--- src/rtl/core/sm4_pkg.sv ---
// Shared types, constants and the SM4 round function for the cipher engine.
`timescale 1ns / 1ps

package sm4_pkg;

    localparam int NUM_ROUNDS = 32;
    localparam int KEY_IDX_W  = $clog2(NUM_ROUNDS);
    localparam int WORD_W     = 32;
    localparam int HALF_W     = 64;
    localparam int BLOCK_W    = 128;

    typedef enum logic [1:0] {
        OP_LOAD_KEY = 2'd0,
        OP_ENCRYPT  = 2'd1,
        OP_DECRYPT  = 2'd2
    } opcode_t;

    typedef enum logic [1:0] {
        CMD_KEY,
        CMD_ENC,
        CMD_DEC
    } cmd_kind_t;

    typedef struct packed {
        cmd_kind_t              kind;
        logic [KEY_IDX_W-1:0]   key_index;
        logic [WORD_W-1:0]      key_word;
        logic [BLOCK_W-1:0]     block;
    } cmd_t;

    typedef struct packed {
        logic full;
        logic empty;
    } q_status_t;

    typedef struct packed {
        logic busy;
        logic last_round;
    } eng_status_t;

    localparam logic [7:0] SBOX [0:255] = '{
        8'hd6, 8'h90, 8'he9, 8'hfe, 8'hcc, 8'he1, 8'h3d, 8'hb7,
        8'h16, 8'hb6, 8'h14, 8'hc2, 8'h28, 8'hfb, 8'h2c, 8'h05,
        8'h2b, 8'h67, 8'h9a, 8'h76, 8'h2a, 8'hbe, 8'h04, 8'hc3,
        8'haa, 8'h44, 8'h13, 8'h26, 8'h49, 8'h86, 8'h06, 8'h99,
        8'h9c, 8'h42, 8'h50, 8'hf4, 8'h91, 8'hef, 8'h98, 8'h7a,
        8'h33, 8'h54, 8'h0b, 8'h43, 8'hed, 8'hcf, 8'hac, 8'h62,
        8'he4, 8'hb3, 8'h1c, 8'ha9, 8'hc9, 8'h08, 8'he8, 8'h95,
        8'h80, 8'hdf, 8'h94, 8'hfa, 8'h75, 8'h8f, 8'h3f, 8'ha6,
        8'h47, 8'h07, 8'ha7, 8'hfc, 8'hf3, 8'h73, 8'h17, 8'hba,
        8'h83, 8'h59, 8'h3c, 8'h19, 8'he6, 8'h85, 8'h4f, 8'ha8,
        8'h68, 8'h6b, 8'h81, 8'hb2, 8'h71, 8'h64, 8'hda, 8'h8b,
        8'hf8, 8'heb, 8'h0f, 8'h4b, 8'h70, 8'h56, 8'h9d, 8'h35,
        8'h1e, 8'h24, 8'h0e, 8'h5e, 8'h63, 8'h58, 8'hd1, 8'ha2,
        8'h25, 8'h22, 8'h7c, 8'h3b, 8'h01, 8'h21, 8'h78, 8'h87,
        8'hd4, 8'h00, 8'h46, 8'h57, 8'h9f, 8'hd3, 8'h27, 8'h52,
        8'h4c, 8'h36, 8'h02, 8'he7, 8'ha0, 8'hc4, 8'hc8, 8'h9e,
        8'hea, 8'hbf, 8'h8a, 8'hd2, 8'h40, 8'hc7, 8'h38, 8'hb5,
        8'ha3, 8'hf7, 8'hf2, 8'hce, 8'hf9, 8'h61, 8'h15, 8'ha1,
        8'he0, 8'hae, 8'h5d, 8'ha4, 8'h9b, 8'h34, 8'h1a, 8'h55,
        8'had, 8'h93, 8'h32, 8'h30, 8'hf5, 8'h8c, 8'hb1, 8'he3,
        8'h1d, 8'hf6, 8'he2, 8'h2e, 8'h82, 8'h66, 8'hca, 8'h60,
        8'hc0, 8'h29, 8'h23, 8'hab, 8'h0d, 8'h53, 8'h4e, 8'h6f,
        8'hd5, 8'hdb, 8'h37, 8'h45, 8'hde, 8'hfd, 8'h8e, 8'h2f,
        8'h03, 8'hff, 8'h6a, 8'h72, 8'h6d, 8'h6c, 8'h5b, 8'h51,
        8'h8d, 8'h1b, 8'haf, 8'h92, 8'hbb, 8'hdd, 8'hbc, 8'h7f,
        8'h11, 8'hd9, 8'h5c, 8'h41, 8'h1f, 8'h10, 8'h5a, 8'hd8,
        8'h0a, 8'hc1, 8'h31, 8'h88, 8'ha5, 8'hcd, 8'h7b, 8'hbd,
        8'h2d, 8'h74, 8'hd0, 8'h12, 8'hb8, 8'he5, 8'hb4, 8'hb0,
        8'h89, 8'h69, 8'h97, 8'h4a, 8'h0c, 8'h96, 8'h77, 8'h7e,
        8'h65, 8'hb9, 8'hf1, 8'h09, 8'hc5, 8'h6e, 8'hc6, 8'h84,
        8'h18, 8'hf0, 8'h7d, 8'hec, 8'h3a, 8'hdc, 8'h4d, 8'h20,
        8'h79, 8'hee, 8'h5f, 8'h3e, 8'hd7, 8'hcb, 8'h39, 8'h48
    };

    function automatic logic [WORD_W-1:0] rotl(input logic [WORD_W-1:0] x, input int n);
        rotl = (x << n) | (x >> (WORD_W - n));
    endfunction

    // T transform: byte-wise S-box followed by the linear mix L
    function automatic logic [WORD_W-1:0] sm4_t(input logic [WORD_W-1:0] a);
        logic [WORD_W-1:0] b;
        b = {SBOX[a[31:24]], SBOX[a[23:16]], SBOX[a[15:8]], SBOX[a[7:0]]};
        sm4_t = b ^ rotl(b, 2) ^ rotl(b, 10) ^ rotl(b, 18) ^ rotl(b, 24);
    endfunction

endpackage

--- src/rtl/core/sm4_block_cipher.sv ---
// Top level of the SM4 block cipher engine.
`timescale 1ns / 1ps

// SM4 engine with a 32-entry round-key store. Opcode 0 writes one round key
// (no result), 1 encrypts and 2 decrypts a 128-bit block, opcode 3 is dropped.
// A block fetches the first key, then runs 32 rounds through a single shared
// round unit that reads one key per cycle from the key store; the last round
// waits until the previous result is taken. Commands pass through an input
// register and a QUEUE_DEPTH-entry queue, so new transactions are taken while
// the engine runs or a result waits. Keys used by a block must be loaded first.

module sm4_block_cipher
    import sm4_pkg::*;
#(
    parameter int QUEUE_DEPTH = 2
) (
    input  logic                 aclk,
    input  logic                 aresetn,
    input  logic                 s_valid,
    output logic                 s_ready,
    input  logic [1:0]           s_opcode,
    input  logic [KEY_IDX_W-1:0] s_key_index,
    input  logic [WORD_W-1:0]    s_key_word,
    input  logic [HALF_W-1:0]    s_block_high,
    input  logic [HALF_W-1:0]    s_block_low,
    output logic                 m_valid,
    input  logic                 m_ready,
    output logic [HALF_W-1:0]    m_out_high,
    output logic [HALF_W-1:0]    m_out_low
);

    logic        push;
    cmd_t        push_cmd;
    logic        pop;
    cmd_t        head;
    q_status_t   q_stat;
    eng_status_t eng_stat;

    sm4_front u_front (
        .aclk         (aclk),
        .aresetn      (aresetn),
        .s_valid      (s_valid),
        .s_ready      (s_ready),
        .s_opcode     (s_opcode),
        .s_key_index  (s_key_index),
        .s_key_word   (s_key_word),
        .s_block_high (s_block_high),
        .s_block_low  (s_block_low),
        .q_stat       (q_stat),
        .push         (push),
        .push_cmd     (push_cmd)
    );

    sm4_cmd_queue #(
        .DEPTH (QUEUE_DEPTH)
    ) u_queue (
        .aclk     (aclk),
        .aresetn  (aresetn),
        .push     (push),
        .push_cmd (push_cmd),
        .pop      (pop),
        .head     (head),
        .stat     (q_stat)
    );

    sm4_engine u_engine (
        .aclk       (aclk),
        .aresetn    (aresetn),
        .head       (head),
        .q_stat     (q_stat),
        .pop        (pop),
        .m_valid    (m_valid),
        .m_ready    (m_ready),
        .m_out_high (m_out_high),
        .m_out_low  (m_out_low),
        .status     (eng_stat)
    );

    a_no_overflow: assert property (@(posedge aclk) disable iff (!aresetn)
        push |-> !q_stat.full)
        else $error("queue push while full");

    a_no_underflow: assert property (@(posedge aclk) disable iff (!aresetn)
        pop |-> !q_stat.empty && !eng_stat.busy)
        else $error("engine pop while queue empty or busy");

    a_result_from_last_round: assert property (@(posedge aclk) disable iff (!aresetn)
        $rose(m_valid) |-> $past(eng_stat.last_round))
        else $error("result raised without a finished last round");

endmodule

--- src/rtl/core/sm4_front.sv ---
// Input stage: accepts transactions, decodes the opcode and drops unused codes.
`timescale 1ns / 1ps

module sm4_front
    import sm4_pkg::*;
(
    input  logic                 aclk,
    input  logic                 aresetn,
    input  logic                 s_valid,
    output logic                 s_ready,
    input  logic [1:0]           s_opcode,
    input  logic [KEY_IDX_W-1:0] s_key_index,
    input  logic [WORD_W-1:0]    s_key_word,
    input  logic [HALF_W-1:0]    s_block_high,
    input  logic [HALF_W-1:0]    s_block_low,
    input  q_status_t            q_stat,
    output logic                 push,
    output cmd_t                 push_cmd
);

    logic      hold_valid_reg;
    logic      hold_valid_next;
    cmd_t      cmd_reg;
    logic      accept;
    logic      known;
    cmd_kind_t kind;

    always_comb begin
        known = 1'b1;
        kind  = CMD_KEY;
        case (opcode_t'(s_opcode))
            OP_LOAD_KEY: kind = CMD_KEY;
            OP_ENCRYPT:  kind = CMD_ENC;
            OP_DECRYPT:  kind = CMD_DEC;
            default:     known = 1'b0;
        endcase
    end

    assign push     = hold_valid_reg && !q_stat.full;
    assign s_ready  = !hold_valid_reg || push;
    assign accept   = s_valid && s_ready;
    assign push_cmd = cmd_reg;

    always_comb begin
        hold_valid_next = hold_valid_reg;
        if (push) begin
            hold_valid_next = 1'b0;
        end
        if (accept && known) begin
            hold_valid_next = 1'b1;
        end
    end

    always_ff @(posedge aclk) begin
        if (!aresetn) begin
            hold_valid_reg <= 1'b0;
        end else begin
            hold_valid_reg <= hold_valid_next;
        end
    end

    always_ff @(posedge aclk) begin
        if (accept && known) begin
            cmd_reg <= '{kind: kind, key_index: s_key_index, key_word: s_key_word,
                         block: {s_block_high, s_block_low}};
        end
    end

endmodule

--- src/rtl/core/sm4_cmd_queue.sv ---
// Short command queue between the input stage and the round engine.
`timescale 1ns / 1ps

module sm4_cmd_queue
    import sm4_pkg::*;
#(
    parameter int DEPTH = 2
) (
    input  logic      aclk,
    input  logic      aresetn,
    input  logic      push,
    input  cmd_t      push_cmd,
    input  logic      pop,
    output cmd_t      head,
    output q_status_t stat
);

    localparam int PTR_W = (DEPTH > 1) ? $clog2(DEPTH) : 1;
    localparam int CNT_W = $clog2(DEPTH + 1);

    cmd_t             entry_reg [DEPTH];
    logic [PTR_W-1:0] wr_ptr_reg;
    logic [PTR_W-1:0] wr_ptr_next;
    logic [PTR_W-1:0] rd_ptr_reg;
    logic [PTR_W-1:0] rd_ptr_next;
    logic [CNT_W-1:0] count_reg;
    logic [CNT_W-1:0] count_next;

    assign head       = entry_reg[rd_ptr_reg];
    assign stat.full  = (count_reg == CNT_W'(DEPTH));
    assign stat.empty = (count_reg == '0);

    always_comb begin
        wr_ptr_next = wr_ptr_reg;
        rd_ptr_next = rd_ptr_reg;
        count_next  = count_reg;
        if (push) begin
            wr_ptr_next = (wr_ptr_reg == PTR_W'(DEPTH - 1)) ? '0 : wr_ptr_reg + 1'b1;
        end
        if (pop) begin
            rd_ptr_next = (rd_ptr_reg == PTR_W'(DEPTH - 1)) ? '0 : rd_ptr_reg + 1'b1;
        end
        if (push && !pop) begin
            count_next = count_reg + 1'b1;
        end else if (pop && !push) begin
            count_next = count_reg - 1'b1;
        end
    end

    always_ff @(posedge aclk) begin
        if (!aresetn) begin
            wr_ptr_reg <= '0;
            rd_ptr_reg <= '0;
            count_reg  <= '0;
        end else begin
            wr_ptr_reg <= wr_ptr_next;
            rd_ptr_reg <= rd_ptr_next;
            count_reg  <= count_next;
        end
    end

    always_ff @(posedge aclk) begin
        if (push) begin
            entry_reg[wr_ptr_reg] <= push_cmd;
        end
    end

endmodule

--- src/rtl/core/sm4_engine.sv ---
// Round engine: key store, one shared round unit and the result register.
`timescale 1ns / 1ps

module sm4_engine
    import sm4_pkg::*;
(
    input  logic              aclk,
    input  logic              aresetn,
    input  cmd_t              head,
    input  q_status_t         q_stat,
    output logic              pop,
    output logic              m_valid,
    input  logic              m_ready,
    output logic [HALF_W-1:0] m_out_high,
    output logic [HALF_W-1:0] m_out_low,
    output eng_status_t       status
);

    typedef enum logic {
        ST_IDLE,
        ST_RUN
    } state_t;

    state_t               state_reg;
    state_t               state_next;
    logic [KEY_IDX_W-1:0] rnd_reg;
    logic [KEY_IDX_W-1:0] rnd_next;
    logic                 dec_reg;
    logic                 dec_next;
    logic [WORD_W-1:0]    w0_reg, w1_reg, w2_reg, w3_reg;
    logic [WORD_W-1:0]    w0_next, w1_next, w2_next, w3_next;
    logic                 m_valid_reg;
    logic                 m_valid_next;
    logic [HALF_W-1:0]    out_high_reg, out_high_next;
    logic [HALF_W-1:0]    out_low_reg, out_low_next;

    logic [WORD_W-1:0]    key_mem [NUM_ROUNDS];
    logic [WORD_W-1:0]    key_q_reg;

    logic                 out_free;
    logic                 start;
    logic                 key_wr;
    logic                 last;
    logic                 advance;
    logic                 rd_en;
    logic [KEY_IDX_W-1:0] rd_round;
    logic                 rd_dir;
    logic [KEY_IDX_W-1:0] rd_addr;
    logic [WORD_W-1:0]    new_word;

    assign out_free = !m_valid_reg || m_ready;
    assign pop      = (state_reg == ST_IDLE) && !q_stat.empty;
    assign start    = pop && (head.kind != CMD_KEY);
    assign key_wr   = pop && (head.kind == CMD_KEY);
    assign last     = (state_reg == ST_RUN) && (rnd_reg == KEY_IDX_W'(NUM_ROUNDS - 1));
    assign advance  = (state_reg == ST_RUN) && (!last || out_free);
    assign rd_en    = start || (advance && !last);
    assign rd_round = start ? '0 : rnd_reg + 1'b1;
    assign rd_dir   = start ? (head.kind == CMD_DEC) : dec_reg;
    assign rd_addr  = rd_dir ? KEY_IDX_W'(NUM_ROUNDS - 1) - rd_round : rd_round;

    assign new_word = w0_reg ^ sm4_t(w1_reg ^ w2_reg ^ w3_reg ^ key_q_reg);

    assign m_valid           = m_valid_reg;
    assign m_out_high        = out_high_reg;
    assign m_out_low         = out_low_reg;
    assign status.busy       = (state_reg == ST_RUN);
    assign status.last_round = last && advance;

    always_ff @(posedge aclk) begin
        if (key_wr) begin
            key_mem[head.key_index] <= head.key_word;
        end
        if (rd_en) begin
            key_q_reg <= key_mem[rd_addr];
        end
    end

    always_comb begin
        state_next    = state_reg;
        rnd_next      = rnd_reg;
        dec_next      = dec_reg;
        w0_next       = w0_reg;
        w1_next       = w1_reg;
        w2_next       = w2_reg;
        w3_next       = w3_reg;
        out_high_next = out_high_reg;
        out_low_next  = out_low_reg;
        m_valid_next  = m_valid_reg && !m_ready;
        case (state_reg)
            ST_IDLE: begin
                if (start) begin
                    state_next = ST_RUN;
                    rnd_next   = '0;
                    dec_next   = (head.kind == CMD_DEC);
                    {w0_next, w1_next, w2_next, w3_next} = head.block;
                end
            end
            ST_RUN: begin
                if (advance) begin
                    rnd_next = rnd_reg + 1'b1;
                    w0_next  = w1_reg;
                    w1_next  = w2_reg;
                    w2_next  = w3_reg;
                    w3_next  = new_word;
                    if (last) begin
                        state_next    = ST_IDLE;
                        out_high_next = {new_word, w3_reg};
                        out_low_next  = {w2_reg, w1_reg};
                        m_valid_next  = 1'b1;
                    end
                end
            end
            default: state_next = ST_IDLE;
        endcase
    end

    always_ff @(posedge aclk) begin
        if (!aresetn) begin
            state_reg   <= ST_IDLE;
            m_valid_reg <= 1'b0;
        end else begin
            state_reg   <= state_next;
            m_valid_reg <= m_valid_next;
        end
        rnd_reg      <= rnd_next;
        dec_reg      <= dec_next;
        w0_reg       <= w0_next;
        w1_reg       <= w1_next;
        w2_reg       <= w2_next;
        w3_reg       <= w3_next;
        out_high_reg <= out_high_next;
        out_low_reg  <= out_low_next;
    end

endmodule

--- config.mk ---
export PLATFORM = sky130hd
export DESIGN_NAME = sm4_block_cipher
export DESIGN_NICKNAME = d
export VERILOG_FILES = /design/src/rtl/core/sm4_pkg.sv /design/src/rtl/core/sm4_block_cipher.sv /design/src/rtl/core/sm4_front.sv /design/src/rtl/core/sm4_cmd_queue.sv /design/src/rtl/core/sm4_engine.sv
export SDC_FILE = /design/constraint.sdc
export NUM_CORES = 2
export LEC_CHECK = 0
export ABC_CLOCK_PERIOD_IN_PS = 8700
export BUFFER_PORTS_ARGS = -buffer_cell sky130_fd_sc_hd__buf_2
export CAP_MARGIN = 15
export CELL_PAD_IN_SITES_DETAIL_PLACEMENT = 1
export CELL_PAD_IN_SITES_GLOBAL_PLACEMENT = 1
export CORE_ASPECT_RATIO = 1.2
export CORE_UTILIZATION = 40
export CTS_CLUSTER_DIAMETER = 100
export DETAILED_ROUTE_END_ITERATION = 10
export GPL_TIMING_DRIVEN = 0
export HOLD_SLACK_MARGIN = 0.12
export PLACE_DENSITY = 0.63
export SYNTH_ARGS = -nofsm -noshare
export SYNTH_HDL_FRONTEND = slang
export SYNTH_HIERARCHICAL = 1
export SYNTH_SLANG_ARGS = --single-unit
--- constraint.sdc ---
create_clock -name aclk -period 8.7 [get_ports aclk]
set_input_delay 2.175 -clock aclk [delete_from_list [all_inputs] [get_ports aclk]]
set_output_delay 2.175 -clock aclk [all_outputs]
set_load 0.05 [all_outputs]
### Word-level counts from Yosys, hierarchy flattened

Memory sizes are Yosys's and may differ from the RTL's. A register that Yosys moved wholly into a read port is not among the register bits.
Index checks and enable logic that the tools add are counted.

| word-level totals | value |
|---|---|
| input bits | 171 |
| output and inout port bits | 130 |
| word-level logic and storage cells | 138 |
| memories | 6 |
| bits in writable memories | 1358 |
| flip-flop bits (word level) | 436 |
| ROM bits | 8192 |

| operators by class | value |
|---|---|
| equality and inequality tests | 7 |
| reduce and logical (&&, ||, !) cells | 33 |
| add/subtract/negate cells | 6 |
| $lt $le $gt $ge | 4 |
| bitwise gates (word level) | 17 |
| multiplexer cells | 47 |

Memory list:

| memory | words | bits a word | rd ports | clocked after memory_dff | write ports | RTL line | source |
|---|---|---|---|---|---|---|---|
| (no name shown) | 256 | 8 | 1 | 0 | 0 | sm4_pkg.sv:83 | `b = {SBOX[a[31:24]], SBOX[a[23:16]], SBOX[a[15:8]], SBOX[a[7:0]]};` |
| (no name shown) | 256 | 8 | 1 | 0 | 0 | sm4_pkg.sv:83 |  |
| (no name shown) | 256 | 8 | 1 | 0 | 0 | sm4_pkg.sv:83 |  |
| (no name shown) | 256 | 8 | 1 | 0 | 0 | sm4_pkg.sv:83 |  |
| u_engine.key_mem | 32 | 32 | 1 | 1 | 1 | sm4_engine.sv:37 | `logic [WORD_W-1:0] key_mem [NUM_ROUNDS];` |
| u_queue.entry_reg | 2 | 167 | 1 | 1 | 1 | sm4_cmd_queue.sv:21 | `cmd_t entry_reg [DEPTH];` |

Operators by type and width:

| cell | count |
|---|---|
| 2-to-1 mux 32 bit | 8 |
| case mux 32 bit (2 select lines) | 4 |
| XOR 32 bit | 8 |
| 2-to-1 mux 8 bit | 8 |
| greater-or-equal comparator 9 bit (second input constant) | 4 |
| NOT 8 -> 9 bit | 4 |
| bitwise OR 32 x 10 -> 32 bit | 1 |
| bitwise OR 32 x 18 -> 32 bit | 1 |
| bitwise OR 32 x 2 -> 32 bit | 1 |
| bitwise OR 32 x 24 -> 32 bit | 1 |
| 2-to-1 mux 5 bit | 4 |
| 2-to-1 mux 1 bit | 18 |
| logical AND 1 bit | 12 |
| case mux 5 bit (2 select lines) | 1 |
| logical NOT 1 bit | 8 |
| equality test 2 bit (second input constant) | 3 |
| logical NOT 2 bit | 3 |
| nonzero test 2 bit | 3 |
| adder 5 x 1 -> 5 bit (second input constant) | 1 |
| equality test 5 bit (second input constant) | 1 |
| subtractor 5 bit (first input constant) | 1 |
| logical OR 1 bit | 4 |
| 2-to-1 mux 2 bit | 2 |
| case mux 2 bit (2 select lines) | 1 |
| 11 further kinds | 12 |

### Depth between registers and ports, before layout

| logic depth | value |
|---|---|
| depth after elaboration | 15 |
| depth in mapped cells | 18 |
| gate-level depth less buffers | 15 |

### Modules after synthesis

Netlist, hierarchy kept.

Modules (own cells, without submodules):

| module | instances | seq. area each (um^2) | cells each | area each (um^2) |
|---|---|---|---|---|
| sm4_engine | 1 | 39618.0 | 5939 | 66555.1 |
| sm4_cmd_queue | 1 | 10129.7 | 542 | 12809.8 |
| sm4_front | 1 | 5034.8 | 176 | 5083.6 |

### Worst setup path before layout

OpenSTA, ideal clock, no wires.

| timing | value |
|---|---|
| kind | reg-to-reg |
| start | reg u_queue.count_reg[0] |
| end | mem u_queue/entry_reg[0][0] in the netlist's numbering (enable) |
| stages on the path, launching flop included | 4 |
| period minus slack after synthesis | 8.774 ns |
| arrival time | 8.058 ns |
| library setup time | 0.716 ns |
| slack | -0.074 ns |
| buffers on the path | 0 |
| cell sequence | dfxtp_1 -> nor2b_1 -> and2b_1 -> nor2b_1 |

RTL lines:

| element | RTL line | source |
|---|---|---|
| from (decl) | sm4_cmd_queue.sv:26 | `logic [CNT_W-1:0] count_reg;` |
| from (signal assigned) | sm4_cmd_queue.sv:58 | `count_reg <= count_next;` |
| to (decl) | sm4_cmd_queue.sv:21 |  |

### Worst setup path in the final report

| timing | value |
|---|---|
| start | reg u_engine.w1_reg[17] |
| end | reg u_engine.w3_reg[3] (data pin) |

| between the ends | value |
|---|---|
| longest elaborated chain between the ends | 13 |

Ends and longest elaborated chain:

| element | RTL line | source |
|---|---|---|
| from (decl) | sm4_engine.sv:30 | `logic [WORD_W-1:0] w0_reg, w1_reg, w2_reg, w3_reg;` |
| from (signal assigned) | sm4_engine.sv:129 | `w1_reg <= w1_next;` |
| XOR 32 bit (3 in series) | sm4_engine.sv:62 | `assign new_word = w0_reg ^ sm4_t(w1_reg ^ w2_reg ^ w3_reg ^ key_q_reg);` |
| NOT 8 -> 9 bit (not written as such) | sm4_pkg.sv:83 |  |
| memory read (256 x 8 bit) | -- |  |
| 2-to-1 mux 8 bit (not written as such) (2 in series) | sm4_pkg.sv:83 |  |
| bitwise OR 32 x 18 -> 32 bit | sm4_pkg.sv:77 | `rotl = (x << n) \| (x >> (WORD_W - n));` |
| XOR 32 bit (2 in series) | sm4_pkg.sv:84 | `sm4_t = b ^ rotl(b, 2) ^ rotl(b, 10) ^ rotl(b, 18) ^ rotl(b, 24);` |
| XOR 32 bit | sm4_engine.sv:62 |  |
| net u_engine.new_word[3] | sm4_engine.sv:49 | `logic [WORD_W-1:0] new_word;` |
| 2-to-1 mux 32 bit | sm4_engine.sv:100 | `if (advance) begin` |
| case mux 32 bit (2 select lines) | sm4_engine.sv:90 | `case (state_reg)` |
| net u_engine.w3_next[3] | sm4_engine.sv:31 | `logic [WORD_W-1:0] w0_next, w1_next, w2_next, w3_next;` |
| to (signal assigned) | sm4_engine.sv:131 | `w3_reg <= w3_next;` |
| to (decl) | sm4_engine.sv:30 |  |

The timed path passes the listed nets, and every way through them passes these cells. The select of a mux whose other input is x is not followed.
A chain may end at the register's enable or synchronous reset.

==> flow_results.xml <==
<?xml version="1.0" encoding="UTF-8"?>
<metrics>
  <group name="floorplan">
    <metric name="floorplan.die_area" unit="um^2">213000</metric>
    <metric name="row_count" unit="">184</metric>
    <metric name="initial_utilization" unit="%">40.31</metric>
    <metric name="ioPinCount" unit="">301</metric>
    <metric name="chipHeight" unit="um">505.3</metric>
    <metric name="core_region_area" unit="um^2">209500</metric>
    <metric name="dieWidth" unit="um">421.4</metric>
  </group>
  <group name="final_layout">
    <metric name="synthToLayoutAreaGrowth" unit="%">15.15</metric>
    <metric name="post_layout_nonfiller_instances" unit="">10170</metric>
    <metric name="share_of_cells_above_drive_strength_1" unit="%">16.42</metric>
    <metric name="fillCellCount" unit="">21550</metric>
    <metric name="number_of_nets_in_the_final_layout" unit="">7428</metric>
    <metric name="multi_input_area" unit="um^2">27560</metric>
    <metric name="final-seq-area" unit="um^2">54780</metric>
    <metric name="largest_reg_flops" unit="">1024</metric>
    <metric name="finish.utilization" unit="%">46.41</metric>
  </group>
  <group name="drt">
    <metric name="wl" unit="mm">388.0</metric>
    <metric name="firstDrtPassIters" unit="">6</metric>
    <metric name="dr.first_iter.drc_count" unit="">6983</metric>
    <metric name="vias_per_cell" unit="">6.302</metric>
    <metric name="wl_per_cell" unit="um">38.16</metric>
    <metric name="drt.antenna.violating_nets" unit="">0</metric>
    <metric name="dr_vias" unit="">64080</metric>
    <metric name="drt_drc_violations_left" unit="">0</metric>
  </group>
  <group name="yosys">
    <metric name="netlist_area" unit="um^2">84440</metric>
    <metric name="yosysWarningCount" unit="">6</metric>
    <metric name="mean_instance_size_in_the_synthesized_netlist" unit="um^2">12.69</metric>
    <metric name="syn_nets" unit="">6868</metric>
    <metric name="synthCells" unit="">6656</metric>
  </group>
  <group name="timing">
    <metric name="fmax" unit="MHz">119.9</metric>
    <metric name="timing.final.crit_share" unit="%">95.88</metric>
    <metric name="setup_slack" unit="ns">0.3586</metric>
    <metric name="setup_violations" unit="">0</metric>
    <metric name="relSlewSlack" unit="%">12.96</metric>
    <metric name="tightest_slew" unit="ns">1.294</metric>
    <metric name="timing.final.hold_violations" unit="">0</metric>
    <metric name="rsz0062_at_grt" unit="">no</metric>
    <metric name="skew" unit="ns">0.07405</metric>
    <metric name="period_minus_slack" unit="ns">8.341</metric>
    <metric name="final_max_slew_viol_count" unit="">0</metric>
  </group>
  <group name="grt">
    <metric name="grt_start_max_net_pins" unit="">64</metric>
    <metric name="via_count_of_the_first_global_routing_pass" unit="">64410</metric>
    <metric name="grt_antenna_before_repair" unit="">30</metric>
    <metric name="grt.total_usage" unit="%">35.63</metric>
    <metric name="first_pass_grt_wire_length" unit="mm">528.0</metric>
    <metric name="total_overflow_reported_by_the_global_router" unit="">0</metric>
  </group>
  <group name="placement">
    <metric name="place_inst" unit="">9819</metric>
    <metric name="post-dp-hpwl" unit="mm">282.5</metric>
    <metric name="gp_routability_congestion" unit="">1.006</metric>
    <metric name="place_worst_setup_slack" unit="ns">0.7877</metric>
    <metric name="number_of_port_buffers" unit="">300</metric>
  </group>
  <group name="run">
    <metric name="max_cap_viol_count" unit="">0</metric>
  </group>
  <group name="critical_path">
    <metric name="critical_path_required" unit="ns">9.43</metric>
    <metric name="worst_setup_path_class" unit="">reg2reg</metric>
    <metric name="timing.critical_path.fanout_max" unit="">11</metric>
    <metric name="critPathArrivalTime" unit="ns">9.07</metric>
    <metric name="timing.critical_path.from_type" unit="">register</metric>
    <metric name="critical_path.endpoint_type" unit="">register</metric>
  </group>
  <group name="hold_path">
    <metric name="worstHoldPathType" unit="">reg2reg</metric>
  </group>
  <group name="cts">
    <metric name="clk_pin_slew_worst_paths" unit="ns">0.06</metric>
    <metric name="cts-root-to-sink-buffers" unit="">3</metric>
    <metric name="post-cts-setup-buffer-count" unit="">0</metric>
    <metric name="clk_latency" unit="ns">0.87</metric>
    <metric name="cts_resized" unit="">0</metric>
    <metric name="cts_tree" unit="">yes</metric>
    <metric name="cts.sinks" unit="">1827</metric>
    <metric name="ctsHtreeMaxLevel" unit="">4</metric>
    <metric name="cts_root_buffer" unit="">sky130_fd_sc_hd__clkbuf_16</metric>
    <metric name="cts-hold-fix-buffers" unit="">0</metric>
    <metric name="numCtsBuffers" unit="">184</metric>
  </group>
  <group name="status">
    <metric name="outcome" unit="">completed</metric>
  </group>
</metrics>
[area by class of cell]
cell class              instances  area share [%]
inverters                      34          0.1313
clock buffers                 229           4.931
flip-flops and latches       1827           56.34
repair buffers                374           3.115
diodes                         17         0.04375
plain buffers                 529           2.395
multi-input cells            4266           28.34
well taps                    2790           3.590
clock inverters               102           1.107
[worst max-delay path, cell delays in order (launching register included)]
cell and delay (ns):
sky130_fd_sc_hd__edfxtp_1 0.45, sky130_fd_sc_hd__xnor2_1 0.81, sky130_fd_sc_hd__xor2_1 0.55, sky130_fd_sc_hd__buf_2 0.42, sky130_fd_sc_hd__buf_1 0.82, sky130_fd_sc_hd__inv_1 0.17, sky130_fd_sc_hd__ha_1 0.26, sky130_fd_sc_hd__clkbuf_1 0.44
sky130_fd_sc_hd__nor2_1 0.64, sky130_fd_sc_hd__a2111oi_0 0.21, sky130_fd_sc_hd__a2111oi_0 0.76, sky130_fd_sc_hd__a2111oi_0 0.26, sky130_fd_sc_hd__a311oi_2 0.93, sky130_fd_sc_hd__xor2_2 0.36, sky130_fd_sc_hd__xor2_1 0.27, sky130_fd_sc_hd__xnor2_1 0.56
sky130_fd_sc_hd__mux2_2 0.29
[stage by stage]
stage / instance area, um^2 / hold slack, ns / TNS (ns)
global route: 97200 / 0.4514 / 0
finish: 97230 / 0.4273 / 0
floorplan: 84440 / 0.4215 / 0
global placement: 89440 / 0.4233 / -1377.31
CTS: 97160 / 0.4293 / 0
detailed placement: 91290 / 0.4313 / 0
[layout by cell type, fill, tap and decap left out, drive strengths merged, types with 93 or more instances in the layout]
master	n
nand3	354
o21ai	176
xnor2	172
xor2	93
a31oi	106
nor2	276
nand2	1339
mux2	297
a21oi	202
a211oi	98
edfxtp	1819
a311oi	205
buf	540
and3	140
clkbuf	592
[metal layers]
metal / GRT usage [%] / routed length [um]
met1: 42.40 / 144800
met2: 60.08 / 188200
met3: 5.475 / 25910
met4: 23.07 / 29040
met5: 0 / 123
[path summary, 6_finish.rpt]
check | from | end | slack (ns) | cells after the start
worst max-delay path | u_engine/w1_reg[17] | u_engine/w3_reg[3] | 0.36 | 16
worst min-delay path | u_front/push_cmd[120] | u_queue/entry_reg[0][120] | 0.43 | 0
worst max register to register | u_engine/w1_reg[17] | u_engine/w3_reg[3] | 0.36 | 16
worst min register to register | u_front/push_cmd[120] | u_queue/entry_reg[0][120] | 0.43 | 0
Power is left out: the tool's default activity adds up to more than one toggle a clock period on the data nets, which glitch-free logic cannot reach.
